[config.mk]
export PLATFORM = sky130hd
export DESIGN_NAME = root_depth_quadratic_solver_unit
export DESIGN_NICKNAME = d
export VERILOG_FILES = /design/src/rdqs_pkg.sv /design/src/rdqs_solver.sv /design/src/root_depth_quadratic_solver_unit.sv
export SDC_FILE = /design/constraint.sdc
export NUM_CORES = 2
export LEC_CHECK = 0
export BUFFER_PORTS_ARGS = -buffer_cell sky130_fd_sc_hd__buf_2
export CAP_MARGIN = 0
export CORE_ASPECT_RATIO = 1.75
export CORE_MARGIN = 5
export CORE_UTILIZATION = 60
export DETAILED_ROUTE_END_ITERATION = 10
export PLACE_DENSITY = 0.79
export SLEW_MARGIN = 20
export SYNTH_ARGS = -nofsm -noshare
export SYNTH_HDL_FRONTEND = slang
export SYNTH_SLANG_ARGS = --single-unit
[constraint.sdc]
create_clock -name clk -period 12.39 [get_ports clk]
set_input_delay 0.6195 -clock clk [delete_from_list [all_inputs] [get_ports clk]]
set_output_delay 0.6195 -clock clk [all_outputs]
set_load 0.01 [all_outputs]
[src/rdqs_pkg.sv]
package rdqs_pkg;

  // Working format: signed Q.16, magnitude saturates at 2^47-1.
  localparam int WW = 49;
  localparam int MW = 48;
  typedef logic signed [WW-1:0] w_t;
  localparam logic [MW-1:0] WMAX = 48'h7FFF_FFFF_FFFF;

  localparam int MAX_JOINTS_DEF = 32;
  localparam int JC_W = 6;
  localparam int IDX_W = 5;
  localparam int PIX_W = 16;
  localparam int Z_W = 24;
  localparam int L_W = 24;
  localparam int ROOT_W = 32;

  // Register map indexes.
  localparam logic [1:0] REG_JOINT_COUNT = 2'd0;
  localparam logic [1:0] REG_FIRST_IDX = 2'd1;
  localparam logic [1:0] REG_SECOND_IDX = 2'd2;
  localparam logic [1:0] REG_BONE_LENGTH = 2'd3;

  typedef struct packed {
    logic [PIX_W-1:0] u;
    logic [PIX_W-1:0] v;
    logic signed [Z_W-1:0] z;
  } joint_t;

  typedef struct packed {
    logic [PIX_W-1:0] fx;
    logic [PIX_W-1:0] fy;
    logic [PIX_W-1:0] cu;
    logic [PIX_W-1:0] cv;
  } cam_t;

  typedef enum logic [2:0] {
    OP_RATX, OP_RATY, OP_MUL, OP_ADD, OP_SUB, OP_CHK, OP_SQRT, OP_DIV
  } op_t;

  // Register file slots of the solver.
  localparam logic [3:0] RF_X = 4'd0;
  localparam logic [3:0] RF_Y = 4'd1;
  localparam logic [3:0] RF_PX = 4'd2;
  localparam logic [3:0] RF_TX = 4'd3;
  localparam logic [3:0] RF_PY = 4'd4;
  localparam logic [3:0] RF_TY = 4'd5;
  localparam logic [3:0] RF_ZN = 4'd6;
  localparam logic [3:0] RF_ZM = 4'd7;
  localparam logic [3:0] RF_L = 4'd8;
  localparam logic [3:0] RF_A = 4'd9;
  localparam logic [3:0] RF_B = 4'd10;
  localparam logic [3:0] RF_C = 4'd11;
  localparam logic [3:0] RF_T = 4'd12;
  localparam logic [3:0] RF_U = 4'd13;
  localparam int RF_LOAD_LAST = 8;

  typedef struct packed {
    op_t op;
    logic [3:0] dst;
    logic [3:0] a;
    logic [3:0] b;
  } instr_t;

  localparam int PROG_LEN = 37;
  localparam int PC_W = $clog2(PROG_LEN);

  // Solve program: ratios, projections, coefficients, discriminant, root.
  function automatic instr_t prog(input logic [PC_W-1:0] pc);
    instr_t i;
    case (pc)
      6'd0: i = '{OP_RATX, RF_X, RF_X, RF_X};
      6'd1: i = '{OP_RATY, RF_Y, RF_Y, RF_Y};
      6'd2: i = '{OP_RATX, RF_PX, RF_PX, RF_PX};
      6'd3: i = '{OP_RATX, RF_TX, RF_TX, RF_TX};
      6'd4: i = '{OP_RATY, RF_PY, RF_PY, RF_PY};
      6'd5: i = '{OP_RATY, RF_TY, RF_TY, RF_TY};
      6'd6: i = '{OP_MUL, RF_PX, RF_PX, RF_ZN};
      6'd7: i = '{OP_MUL, RF_TX, RF_TX, RF_ZM};
      6'd8: i = '{OP_SUB, RF_PX, RF_PX, RF_TX};
      6'd9: i = '{OP_MUL, RF_PY, RF_PY, RF_ZN};
      6'd10: i = '{OP_MUL, RF_TY, RF_TY, RF_ZM};
      6'd11: i = '{OP_SUB, RF_PY, RF_PY, RF_TY};
      6'd12: i = '{OP_SUB, RF_ZN, RF_ZN, RF_ZM};
      6'd13: i = '{OP_MUL, RF_A, RF_X, RF_X};
      6'd14: i = '{OP_MUL, RF_B, RF_Y, RF_Y};
      6'd15: i = '{OP_ADD, RF_A, RF_A, RF_B};
      6'd16: i = '{OP_MUL, RF_B, RF_X, RF_PX};
      6'd17: i = '{OP_MUL, RF_C, RF_Y, RF_PY};
      6'd18: i = '{OP_ADD, RF_B, RF_B, RF_C};
      6'd19: i = '{OP_ADD, RF_B, RF_B, RF_B};
      6'd20: i = '{OP_MUL, RF_C, RF_PX, RF_PX};
      6'd21: i = '{OP_MUL, RF_T, RF_PY, RF_PY};
      6'd22: i = '{OP_ADD, RF_C, RF_C, RF_T};
      6'd23: i = '{OP_MUL, RF_T, RF_ZN, RF_ZN};
      6'd24: i = '{OP_MUL, RF_U, RF_L, RF_L};
      6'd25: i = '{OP_SUB, RF_T, RF_T, RF_U};
      6'd26: i = '{OP_ADD, RF_C, RF_C, RF_T};
      6'd27: i = '{OP_MUL, RF_C, RF_A, RF_C};
      6'd28: i = '{OP_ADD, RF_C, RF_C, RF_C};
      6'd29: i = '{OP_ADD, RF_C, RF_C, RF_C};
      6'd30: i = '{OP_MUL, RF_T, RF_B, RF_B};
      6'd31: i = '{OP_SUB, RF_T, RF_T, RF_C};
      6'd32: i = '{OP_CHK, RF_T, RF_A, RF_T};
      6'd33: i = '{OP_SQRT, RF_T, RF_T, RF_T};
      6'd34: i = '{OP_SUB, RF_T, RF_T, RF_B};
      6'd35: i = '{OP_ADD, RF_U, RF_A, RF_A};
      6'd36: i = '{OP_DIV, RF_T, RF_T, RF_U};
      default: i = '{OP_ADD, RF_X, RF_X, RF_X};
    endcase
    return i;
  endfunction

  function automatic w_t wsat(input logic signed [WW:0] x);
    logic signed [WW:0] hi;
    logic signed [WW:0] lo;
    hi = $signed({2'b00, WMAX});
    lo = -hi;
    if (x > hi) return w_t'(hi);
    if (x < lo) return w_t'(lo);
    return w_t'(x);
  endfunction

  function automatic logic [MW-1:0] wmag(input w_t x);
    w_t n;
    n = -x;
    return x[WW-1] ? n[MW-1:0] : x[MW-1:0];
  endfunction

endpackage

[src/rdqs_solver.sv]
// Sequenced solver: a small register file and one bit-serial unit that
// multiplies, divides or takes a square root one bit (two for the root) a cycle.
module rdqs_solver (
  input  logic                             clk,
  input  logic                             rst_n,
  input  logic                             start,
  input  rdqs_pkg::cam_t                   cam,
  input  rdqs_pkg::joint_t                 jn,
  input  rdqs_pkg::joint_t                 jm,
  input  logic [rdqs_pkg::L_W-1:0]         bone_length,
  output logic                             busy,
  output logic                             out_valid,
  input  logic                             out_stall,
  output logic signed [rdqs_pkg::ROOT_W-1:0] out_root,
  output logic                             out_none
);

  typedef enum logic [5:0] {
    S_IDLE  = 6'b000001,
    S_LOAD  = 6'b000010,
    S_FETCH = 6'b000100,
    S_EXEC  = 6'b001000,
    S_WB    = 6'b010000,
    S_DONE  = 6'b100000
  } state_t;

  localparam logic [6:0] MUL_END = 7'd49;
  localparam logic [6:0] DIV_END = 7'd65;
  localparam logic [6:0] SQRT_END = 7'd33;

  state_t state_r, state_nxt;
  logic [rdqs_pkg::PC_W-1:0] pc_r;
  logic [6:0] cnt_r;
  logic out_valid_r;
  rdqs_pkg::cam_t cam_r;
  rdqs_pkg::instr_t ins;

  rdqs_pkg::w_t rf_mem [16];
  rdqs_pkg::w_t rd_a_r, rd_b_r, wb_r, load_val;
  logic [rdqs_pkg::MW-1:0] mc_r;
  logic [2*rdqs_pkg::MW:0] mp_r;
  logic [63:0] dq_r;
  logic [rdqs_pkg::WW:0] rem_r;
  logic [rdqs_pkg::WW-1:0] dv_r;
  logic [31:0] sq_r;
  logic sgn_r;
  logic signed [rdqs_pkg::ROOT_W-1:0] root_r, res_root_r;
  logic none_r, res_none_r;

  logic [rdqs_pkg::MW:0] mul_hi;
  logic [rdqs_pkg::WW:0] div_trial, sq_rem, sq_trial;
  logic [79:0] mul_t;
  logic [rdqs_pkg::MW-1:0] mul_r;
  logic [rdqs_pkg::MW-1:0] mag_a;
  logic chk_fail, exec_done;

  assign ins = rdqs_pkg::prog(pc_r);
  assign mag_a = rdqs_pkg::wmag(rd_a_r);
  assign busy = (state_r != S_IDLE);
  assign out_valid = out_valid_r;
  assign out_root = root_r;
  assign out_none = none_r;

  // Operand values loaded into the register file before the program runs.
  always_comb begin
    case (cnt_r[3:0])
      rdqs_pkg::RF_X: load_val = rdqs_pkg::w_t'($signed({1'b0, jn.u}) - $signed({1'b0, jm.u}));
      rdqs_pkg::RF_Y: load_val = rdqs_pkg::w_t'($signed({1'b0, jn.v}) - $signed({1'b0, jm.v}));
      rdqs_pkg::RF_PX: load_val = rdqs_pkg::w_t'($signed({1'b0, jn.u}) - $signed({1'b0, cam_r.cu}));
      rdqs_pkg::RF_TX: load_val = rdqs_pkg::w_t'($signed({1'b0, jm.u}) - $signed({1'b0, cam_r.cu}));
      rdqs_pkg::RF_PY: load_val = rdqs_pkg::w_t'($signed({1'b0, jn.v}) - $signed({1'b0, cam_r.cv}));
      rdqs_pkg::RF_TY: load_val = rdqs_pkg::w_t'($signed({1'b0, jm.v}) - $signed({1'b0, cam_r.cv}));
      rdqs_pkg::RF_ZN: load_val = rdqs_pkg::w_t'(jn.z);
      rdqs_pkg::RF_ZM: load_val = rdqs_pkg::w_t'(jm.z);
      rdqs_pkg::RF_L: load_val = rdqs_pkg::w_t'({1'b0, bone_length});
      default: load_val = '0;
    endcase
  end

  // One step of each serial unit.
  always_comb begin
    mul_hi = mp_r[2*rdqs_pkg::MW:rdqs_pkg::MW] + {1'b0, mc_r};
    mul_t = mp_r[95:16];
    mul_r = (mul_t > {32'b0, rdqs_pkg::WMAX}) ? rdqs_pkg::WMAX : mul_t[rdqs_pkg::MW-1:0];
    div_trial = {rem_r[rdqs_pkg::WW-1:0], dq_r[63]};
    sq_rem = {rem_r[rdqs_pkg::WW-2:0], dq_r[63:62]};
    sq_trial = {16'b0, sq_r, 2'b01};
    // A zero leading coefficient or a discriminant that is zero or negative.
    chk_fail = (rd_a_r == '0) || (rd_b_r == '0) || rd_b_r[rdqs_pkg::WW-1];
    case (ins.op)
      rdqs_pkg::OP_MUL: exec_done = (cnt_r == MUL_END);
      rdqs_pkg::OP_RATX, rdqs_pkg::OP_RATY, rdqs_pkg::OP_DIV: exec_done = (cnt_r == DIV_END);
      rdqs_pkg::OP_SQRT: exec_done = (cnt_r == SQRT_END);
      default: exec_done = 1'b1;
    endcase
  end

  // Sequencer.
  always_comb begin
    state_nxt = state_r;
    case (state_r)
      S_IDLE: if (start) state_nxt = S_LOAD;
      S_LOAD: if (cnt_r == 7'(rdqs_pkg::RF_LOAD_LAST)) state_nxt = S_FETCH;
      S_FETCH: state_nxt = S_EXEC;
      S_EXEC: begin
        if (ins.op == rdqs_pkg::OP_CHK) begin
          state_nxt = chk_fail ? S_DONE : S_FETCH;
        end else if (exec_done) begin
          state_nxt = (ins.op == rdqs_pkg::OP_DIV) ? S_DONE : S_WB;
        end
      end
      S_WB: state_nxt = S_FETCH;
      S_DONE: if (!out_valid_r || !out_stall) state_nxt = S_IDLE;
      default: state_nxt = S_IDLE;
    endcase
  end

  // Control registers and the result beat.
  always_ff @(posedge clk) begin
    if (!rst_n) begin
      state_r <= S_IDLE;
      out_valid_r <= 1'b0;
      pc_r <= '0;
      cnt_r <= '0;
    end else begin
      state_r <= state_nxt;
      if (state_r == S_DONE && state_nxt == S_IDLE) begin
        out_valid_r <= 1'b1;
      end else if (!out_stall) begin
        out_valid_r <= 1'b0;
      end
      if (state_r == S_IDLE) begin
        pc_r <= '0;
        cnt_r <= '0;
      end else if (state_r == S_LOAD) begin
        cnt_r <= (state_nxt == S_FETCH) ? 7'd0 : cnt_r + 7'd1;
      end else if (state_r == S_EXEC) begin
        cnt_r <= (state_nxt == S_EXEC) ? cnt_r + 7'd1 : 7'd0;
        if (ins.op == rdqs_pkg::OP_CHK) pc_r <= pc_r + 1'b1;
      end else if (state_r == S_WB) begin
        pc_r <= pc_r + 1'b1;
      end
    end
  end

  // Register file, read data registered.
  always_ff @(posedge clk) begin
    if (state_r == S_LOAD) rf_mem[cnt_r[3:0]] <= load_val;
    if (state_r == S_WB) rf_mem[ins.dst] <= wb_r;
    rd_a_r <= rf_mem[ins.a];
    rd_b_r <= rf_mem[ins.b];
  end

  // Datapath of the serial unit.
  always_ff @(posedge clk) begin
    if (state_r == S_IDLE && start) begin
      cam_r.fx <= (cam.fx == '0) ? 16'd1 : cam.fx;
      cam_r.fy <= (cam.fy == '0) ? 16'd1 : cam.fy;
      cam_r.cu <= cam.cu;
      cam_r.cv <= cam.cv;
    end
    if (state_r == S_DONE && state_nxt == S_IDLE) begin
      root_r <= res_root_r;
      none_r <= res_none_r;
    end
    if (state_r == S_EXEC) begin
      case (ins.op)
        rdqs_pkg::OP_ADD: wb_r <= rdqs_pkg::wsat({rd_a_r[rdqs_pkg::WW-1], rd_a_r}
                                  + {rd_b_r[rdqs_pkg::WW-1], rd_b_r});
        rdqs_pkg::OP_SUB: wb_r <= rdqs_pkg::wsat({rd_a_r[rdqs_pkg::WW-1], rd_a_r}
                                  - {rd_b_r[rdqs_pkg::WW-1], rd_b_r});
        rdqs_pkg::OP_CHK: begin
          res_root_r <= '0;
          res_none_r <= 1'b1;
        end
        rdqs_pkg::OP_MUL: begin
          if (cnt_r == 7'd0) begin
            mc_r <= mag_a;
            mp_r <= {49'b0, rdqs_pkg::wmag(rd_b_r)};
            sgn_r <= rd_a_r[rdqs_pkg::WW-1] ^ rd_b_r[rdqs_pkg::WW-1];
          end else if (cnt_r != MUL_END) begin
            if (mp_r[0]) begin
              mp_r <= {1'b0, mul_hi, mp_r[rdqs_pkg::MW-1:1]};
            end else begin
              mp_r <= {1'b0, mp_r[2*rdqs_pkg::MW:1]};
            end
          end else begin
            wb_r <= sgn_r ? -rdqs_pkg::w_t'({1'b0, mul_r}) : rdqs_pkg::w_t'({1'b0, mul_r});
          end
        end
        rdqs_pkg::OP_RATX, rdqs_pkg::OP_RATY, rdqs_pkg::OP_DIV: begin
          if (cnt_r == 7'd0) begin
            dq_r <= {mag_a, 16'b0};
            rem_r <= '0;
            sgn_r <= rd_a_r[rdqs_pkg::WW-1];
            case (ins.op)
              rdqs_pkg::OP_RATX: dv_r <= {33'b0, cam_r.fx};
              rdqs_pkg::OP_RATY: dv_r <= {33'b0, cam_r.fy};
              default: dv_r <= rd_b_r;
            endcase
          end else if (cnt_r != DIV_END) begin
            if (div_trial >= {1'b0, dv_r}) begin
              rem_r <= div_trial - {1'b0, dv_r};
              dq_r <= {dq_r[62:0], 1'b1};
            end else begin
              rem_r <= div_trial;
              dq_r <= {dq_r[62:0], 1'b0};
            end
          end else if (ins.op == rdqs_pkg::OP_DIV) begin
            // Saturate the quotient to the signed 32-bit result.
            if (sgn_r) begin
              res_root_r <= (dq_r > 64'h8000_0000) ? 32'sh8000_0000 : -$signed(dq_r[31:0]);
            end else begin
              res_root_r <= (dq_r > 64'h7FFF_FFFF) ? 32'sh7FFF_FFFF : $signed(dq_r[31:0]);
            end
            res_none_r <= 1'b0;
          end else begin
            wb_r <= sgn_r ? -rdqs_pkg::w_t'({16'b0, dq_r[32:0]})
                          : rdqs_pkg::w_t'({16'b0, dq_r[32:0]});
          end
        end
        rdqs_pkg::OP_SQRT: begin
          if (cnt_r == 7'd0) begin
            dq_r <= {mag_a, 16'b0};
            rem_r <= '0;
            sq_r <= '0;
          end else if (cnt_r != SQRT_END) begin
            dq_r <= {dq_r[61:0], 2'b00};
            if (sq_rem >= sq_trial) begin
              rem_r <= sq_rem - sq_trial;
              sq_r <= {sq_r[30:0], 1'b1};
            end else begin
              rem_r <= sq_rem;
              sq_r <= {sq_r[30:0], 1'b0};
            end
          end else begin
            wb_r <= rdqs_pkg::w_t'({17'b0, sq_r});
          end
        end
        default: wb_r <= '0;
      endcase
    end
  end

endmodule

[src/root_depth_quadratic_solver_unit.sv]
// The last joint beat of a sample starts the solve; its result beat goes valid
// once the single bit-serial multiply/divide/square-root unit has run the
// program (sooner when no root exists), plus any wait on out_stall.
// Throughput: one joint beat per cycle, and no beat is taken while a solve runs.
// Reset (rst_n low, synchronous) clears the joint counter, loads the register
// defaults and empties the result stage; saved joints are left as they are.
module root_depth_quadratic_solver_unit #(
  parameter int MAX_JOINTS = rdqs_pkg::MAX_JOINTS_DEF
) (
  input  logic                               clk,
  input  logic                               rst_n,
  input  logic                               psel,
  input  logic                               penable,
  input  logic                               pwrite,
  input  logic [3:0]                         paddr,
  input  logic [31:0]                        pwdata,
  output logic [31:0]                        prdata,
  output logic                               pready,
  input  logic                               in_valid,
  output logic                               in_stall,
  input  logic [rdqs_pkg::PIX_W-1:0]         in_joint_u,
  input  logic [rdqs_pkg::PIX_W-1:0]         in_joint_v,
  input  logic signed [rdqs_pkg::Z_W-1:0]    in_joint_depth,
  input  logic [rdqs_pkg::PIX_W-1:0]         in_focal_x,
  input  logic [rdqs_pkg::PIX_W-1:0]         in_focal_y,
  input  logic [rdqs_pkg::PIX_W-1:0]         in_center_u,
  input  logic [rdqs_pkg::PIX_W-1:0]         in_center_v,
  output logic                               out_valid,
  input  logic                               out_stall,
  output logic signed [rdqs_pkg::ROOT_W-1:0] out_root_depth,
  output logic                               out_no_solution
);

  localparam int CW = $clog2(MAX_JOINTS);

  logic [rdqs_pkg::JC_W-1:0] joint_count_r;
  logic [rdqs_pkg::IDX_W-1:0] first_idx_r, second_idx_r;
  logic [rdqs_pkg::L_W-1:0] bone_length_r;
  logic [CW-1:0] counter_r;
  rdqs_pkg::joint_t first_r, second_r, cur;
  rdqs_pkg::cam_t cam;
  logic [7:0] n_eff, cnt_ext;
  logic accept, last, busy;

  assign pready = 1'b1;
  assign accept = in_valid && !in_stall;
  assign in_stall = busy;
  assign cur = '{in_joint_u, in_joint_v, in_joint_depth};
  assign cam = '{in_focal_x, in_focal_y, in_center_u, in_center_v};

  // Joint count clamped to one through MAX_JOINTS.
  always_comb begin
    n_eff = {2'b0, joint_count_r};
    if (n_eff == 8'd0) n_eff = 8'd1;
    if (n_eff > 8'(MAX_JOINTS)) n_eff = 8'(MAX_JOINTS);
    cnt_ext = 8'(counter_r);
    last = (cnt_ext + 8'd1 >= n_eff);
  end

  // Register reads.
  always_comb begin
    case (paddr[3:2])
      rdqs_pkg::REG_JOINT_COUNT: prdata = {26'b0, joint_count_r};
      rdqs_pkg::REG_FIRST_IDX: prdata = {27'b0, first_idx_r};
      rdqs_pkg::REG_SECOND_IDX: prdata = {27'b0, second_idx_r};
      rdqs_pkg::REG_BONE_LENGTH: prdata = {8'b0, bone_length_r};
      default: prdata = '0;
    endcase
  end

  // Register writes and the joint counter.
  always_ff @(posedge clk) begin
    if (!rst_n) begin
      joint_count_r <= 6'd21;
      first_idx_r <= 5'd0;
      second_idx_r <= 5'd1;
      bone_length_r <= 24'd65536;
      counter_r <= '0;
    end else begin
      if (psel && penable && pwrite) begin
        case (paddr[3:2])
          rdqs_pkg::REG_JOINT_COUNT: joint_count_r <= pwdata[5:0];
          rdqs_pkg::REG_FIRST_IDX: first_idx_r <= pwdata[4:0];
          rdqs_pkg::REG_SECOND_IDX: second_idx_r <= pwdata[4:0];
          rdqs_pkg::REG_BONE_LENGTH: bone_length_r <= pwdata[23:0];
          default: bone_length_r <= bone_length_r;
        endcase
      end
      if (accept) counter_r <= last ? '0 : counter_r + 1'b1;
    end
  end

  // Keep the two joints of the bone.
  always_ff @(posedge clk) begin
    if (accept && cnt_ext == {3'b0, first_idx_r}) first_r <= cur;
    if (accept && cnt_ext == {3'b0, second_idx_r}) second_r <= cur;
  end

  rdqs_solver u_solver (
    .clk        (clk),
    .rst_n      (rst_n),
    .start      (accept && last),
    .cam        (cam),
    .jn         (first_r),
    .jm         (second_r),
    .bone_length(bone_length_r),
    .busy       (busy),
    .out_valid  (out_valid),
    .out_stall  (out_stall),
    .out_root   (out_root_depth),
    .out_none   (out_no_solution)
  );

endmodule

==> qor_table.md <==
| Metric | This run | Unit |
| --- | --- | --- |
| Post-layout nets | 8,292 | - |
| Share of layout cells above drive strength 1 | 15.08 | % |
| Relative slew slack | 13.54 | % |
| Result of the run | finished, final reports clean | - |
| Initial antenna violation count | 35 | - |
| Row Count | 189 | - |
| Clock skew after layout | 0.05283 | ns |
| Top Ports | 231 | - |
| Final standard cell utilization of the core | 66.41 | % |
| Worst path arrival time | 8.36 | ns |
| Buffer type at the clock tree root | clkbuf_16 | - |
| Data required time of the worst path | 12.91 | ns |
| Maximum number of pins on one net before global-route repair | 149 | - |
| Half-perimeter wire length after detailed placement | 231.1 | mm |
| Count of buffers inserted at the top-level ports | 211 | - |
| Post-layout total power | 11.36 | mW |
| XOR/XNOR share of the synthesized area | 4.294 | % |
| Grt total ovfl | 0 | - |
| Largest fanout of any net on the critical path | 28 | - |
| Number of failing setup endpoints in the final timing report | 0 | - |
| Cells after Synth | 7,638 | - |
| Category of the worst setup path launch point | register | - |
| Number of levels the H-tree was split into | 4 | - |
| Clock network latency to the later pin of the worst-skew pair | 0.87 | ns |
| Residual DRC count | 0 | - |
| Die Width | 304.4 | um |
| Sequential element share of the synthesized area | 50.57 | % |
| Maximum ir drop on the vdd rail | 179.4 | uV |
| Class of the tightest hold or removal check | primary input to register | - |
| Post-route ant nets | 0 | - |
| DRT Pass-1 Iters | 10 | - |
| Number of cells upsized or downsized after cts | 0 | - |
| Switching fraction of total power | 22.31 | % |
| Most used flip-flop cell after synthesis | edfxtp_1 | - |
| Main combinational cell family by area after synthesis | multiplexers | - |
| Vias in the first global route | 68,850 | - |
| Average wire length per cell after detail routing | 33.56 | um |
| Total negative slack for setup checks | 0 | ns |
| Worst Hold Margin | 0.006896 | ns |
| CTS tree | built | - |
| Crit. End Element | register | - |
| Placeable core area | 151,100 | um^2 |
| Post-CTS Setup Bufs | 0 | - |
| Post-synthesis sequential element count | 1,591 | - |
| Combined area of all synthesized cells | 90,970 | um^2 |
| Via density per instance | 7.088 | - |
| Unrepaired setup endpoints after global routing | no | - |
| Placed cell area | 93,920 | um^2 |
| Pwr Density | 113.2 | nW/um^2 |
| Synthesized-area fraction occupied by adder cells | 5.034 | % |
| Simple-gate area share of the yosys netlist | 10.21 | % |
| Max frequency | 127.6 | MHz |
| Cell-internal power | 8.825 | mW |
| Worst-margin pin slew | 1.285 | ns |
| Number of buffers created by CTS | 154 | - |
| Kind of critical path | register to register | - |
| Minimum clock period after layout | 7.839 | ns |
| Cell leakage power | 35.27 | nW |
| Final WL | 332.9 | mm |
| Final-report max-slew violation count | 0 | - |
| Clock share of power | 42.8 | % |
| Number of vias after detailed routing | 70,300 | - |
| Quantity of hold-fixing buffers added after cts | 114 | - |
| Wire length of the first global-routing pass | 475.4 | mm |
| Syn avg cell area | 11.91 | um^2 |
| Register clock-pin slew on the reported worst setup and hold paths | 0.07 | ns |
| Synth warn | 0 | - |
| Net switching power figure | 2.535 | mW |
| Logic gate share of total power | 4.5 | % |
| Count of different cell masters after synthesis | 94 | - |
| Initial Utilization | 60.20 | % |
| Max cap viols | 0 | - |
| Area Growth Syn to Fin | 10.31 | % |
| Final weighted congestion of routability-driven global placement | 1.087 | - |
| Count of flip-flops with a built-in enable after synthesis | 1,414 | - |
| Proportion of register bits with asynchronous set or reset after synthesis | 0 | % |
| Post-layout instance area | 100,400 | um^2 |
| CTS sink count | 1,591 | - |
| Flop pwr share | 52.7 | % |
| Share of synthesized area spent on multiplexers | 13.73 | % |
| DIE AREA | 159,800 | um^2 |
| GRT Util Overall | 40.66 | % |
| Compound-cell area share of the yosys netlist | 12.64 | % |
| Top library cells by usage in the layout, fill and taps aside | 1,414 x edfxtp_1, 621 x nor2_1, 602 x nand2_1 | - |
| Commonest non-fill, non-tap cell in the layout | edfxtp_1 | - |
| Detailed router's first-iteration violation count | 8,666 | - |
| CTS max path bufs | 4 | - |
| Final critical-path share of the clock period | 63.27 | % |
| Final Hold Violating Endpoints | 0 | - |
| Floorplan die height | 525.1 | um |
flip-flops by register name, summed over array words and instances (netlist names), 6 cells and up:
register / count
u_solver.dq_r: 64
u_solver.res_root_r: 32
u_solver.wb_r: 49
u_solver.ins: 14
u_solver.mp_r: 96
u_solver.pc_r: 6
u_solver.cnt_r: 7
u_solver.rd_b_r: 49
u_solver.state_r: 6
u_solver.dv_r: 49
u_solver.sq_r: 32
joint_count_r: 6
second_r: 56
u_solver.mc_r: 48
u_solver.cam_r: 64
u_solver.out_root: 32
first_r: 56
bone_length_r: 24
u_solver.rf_mem: 784
u_solver.rd_a_r: 49
u_solver.rem_r: 49
cell usage after synthesis (all sizes together) (69+ instances only):
library cell     n  area [um^2]
nand3           83        415.4
xnor2          326         2855
nand2          604         2267
a21o           125        938.4
dfxtp          177         3543
nand4           72        450.4
clkbuf         393         1475
ha             350         4379
mux4           495        11150
edfxtp        1414        42460
a21oi          463         2317
mux2i          127         1271
nor4            82        513.0
buf             80        357.8
xor2           120         1051
nor3           126        635.6
a31oi          113        706.9
o21ai          390         1952
a211oi          83        635.6
nor2           639         2399
o21bai          70        525.5
nand2b          69        431.7
inv            359         1348
routing by layer:
| layer | routed length, um | track usage [%] | share of wire, % | up-vias |
|---|---|---|---|---|
| met5 | 84 | 0 | 0.025 | - |
| met4 | 38180 | 34.78 | 11 | 12 |
| met3 | 32350 | 9.375 | 9.7 | 1543 |
| met2 | 159700 | 67.44 | 48 | 5049 |
| met1 | 102600 | 43.97 | 31 | 34200 |
| li1 | - | - | - | 29500 |
final timing paths:
check,start,to,slack (ns),cells after the start
worst min register to register,u_solver.res_root_r[16],u_solver.out_root[16],0.41,0
worst max-delay path,u_solver.rd_a_r[7],u_solver.wb_r[18],4.55,15
worst max register to register,u_solver.rd_a_r[7],u_solver.wb_r[18],4.55,15
worst min-delay path,in_joint_depth[15],first_r[15],0.007,1
worst max-delay path: stages, from the launching register on:
cell and delay, ns:
dfxtp_1 0.57, ha_1 0.44, or4_4 0.55, a2111o_1 0.41, a311oi_2 0.40, o2111ai_2 0.19
a211oi_1 1.09, or3_1 0.39, nand4_1 0.13, or4_1 0.51, or4_1 0.68, or4_1 0.60
or4_4 0.58, a211oi_4 0.25, buf_4 0.49, a311oi_1 0.21
cells by family after synthesis:
family          Yosys count
fa+ha+maj               360
compound gates         1782
simple gates           1993
other cells               2
xor+xnor                446
flops                  1591
buf+inv                 836
mux                     628
metrics by stage:
step | std cells | worst slack (ns)
final | 9919 | 4.551
after global routing | 9897 | 4.682
after CTS | 9885 | 4.913
after detailed placement | 9497 | 4.954
after global placement | 9497 | 4.958
after floorplan | 7645 | 2.795
area by class of cell:
cell class / instances / area (um^2)
Timing Repair Buffer: 442 / 3181
Sequential cell: 1591 / 46030
Antenna cell: 27 / 67.56
Fill cell: 10780 / 50760
Clock inverter: 81 / 870.8
Multi-Input combinational cell: 5218 / 42180
Inverter: 362 / 1359
Clock buffer: 193 / 4153
Tap cell: 2005 / 2509
power by group through the flow:
stage / registers (mW) / clock network (mW) / logic (mW)
CTS: 5.99 / 4.86 / 0.503
finish: 5.99 / 4.86 / 0.515
global placement: 6.10 / 0 / 0.446
floorplan: 6.10 / 0 / 0.282
global route: 5.98 / 5.10 / 0.554
detailed placement: 6.10 / 0 / 0.470
Note: power is estimated with default switching activity, not from simulation.
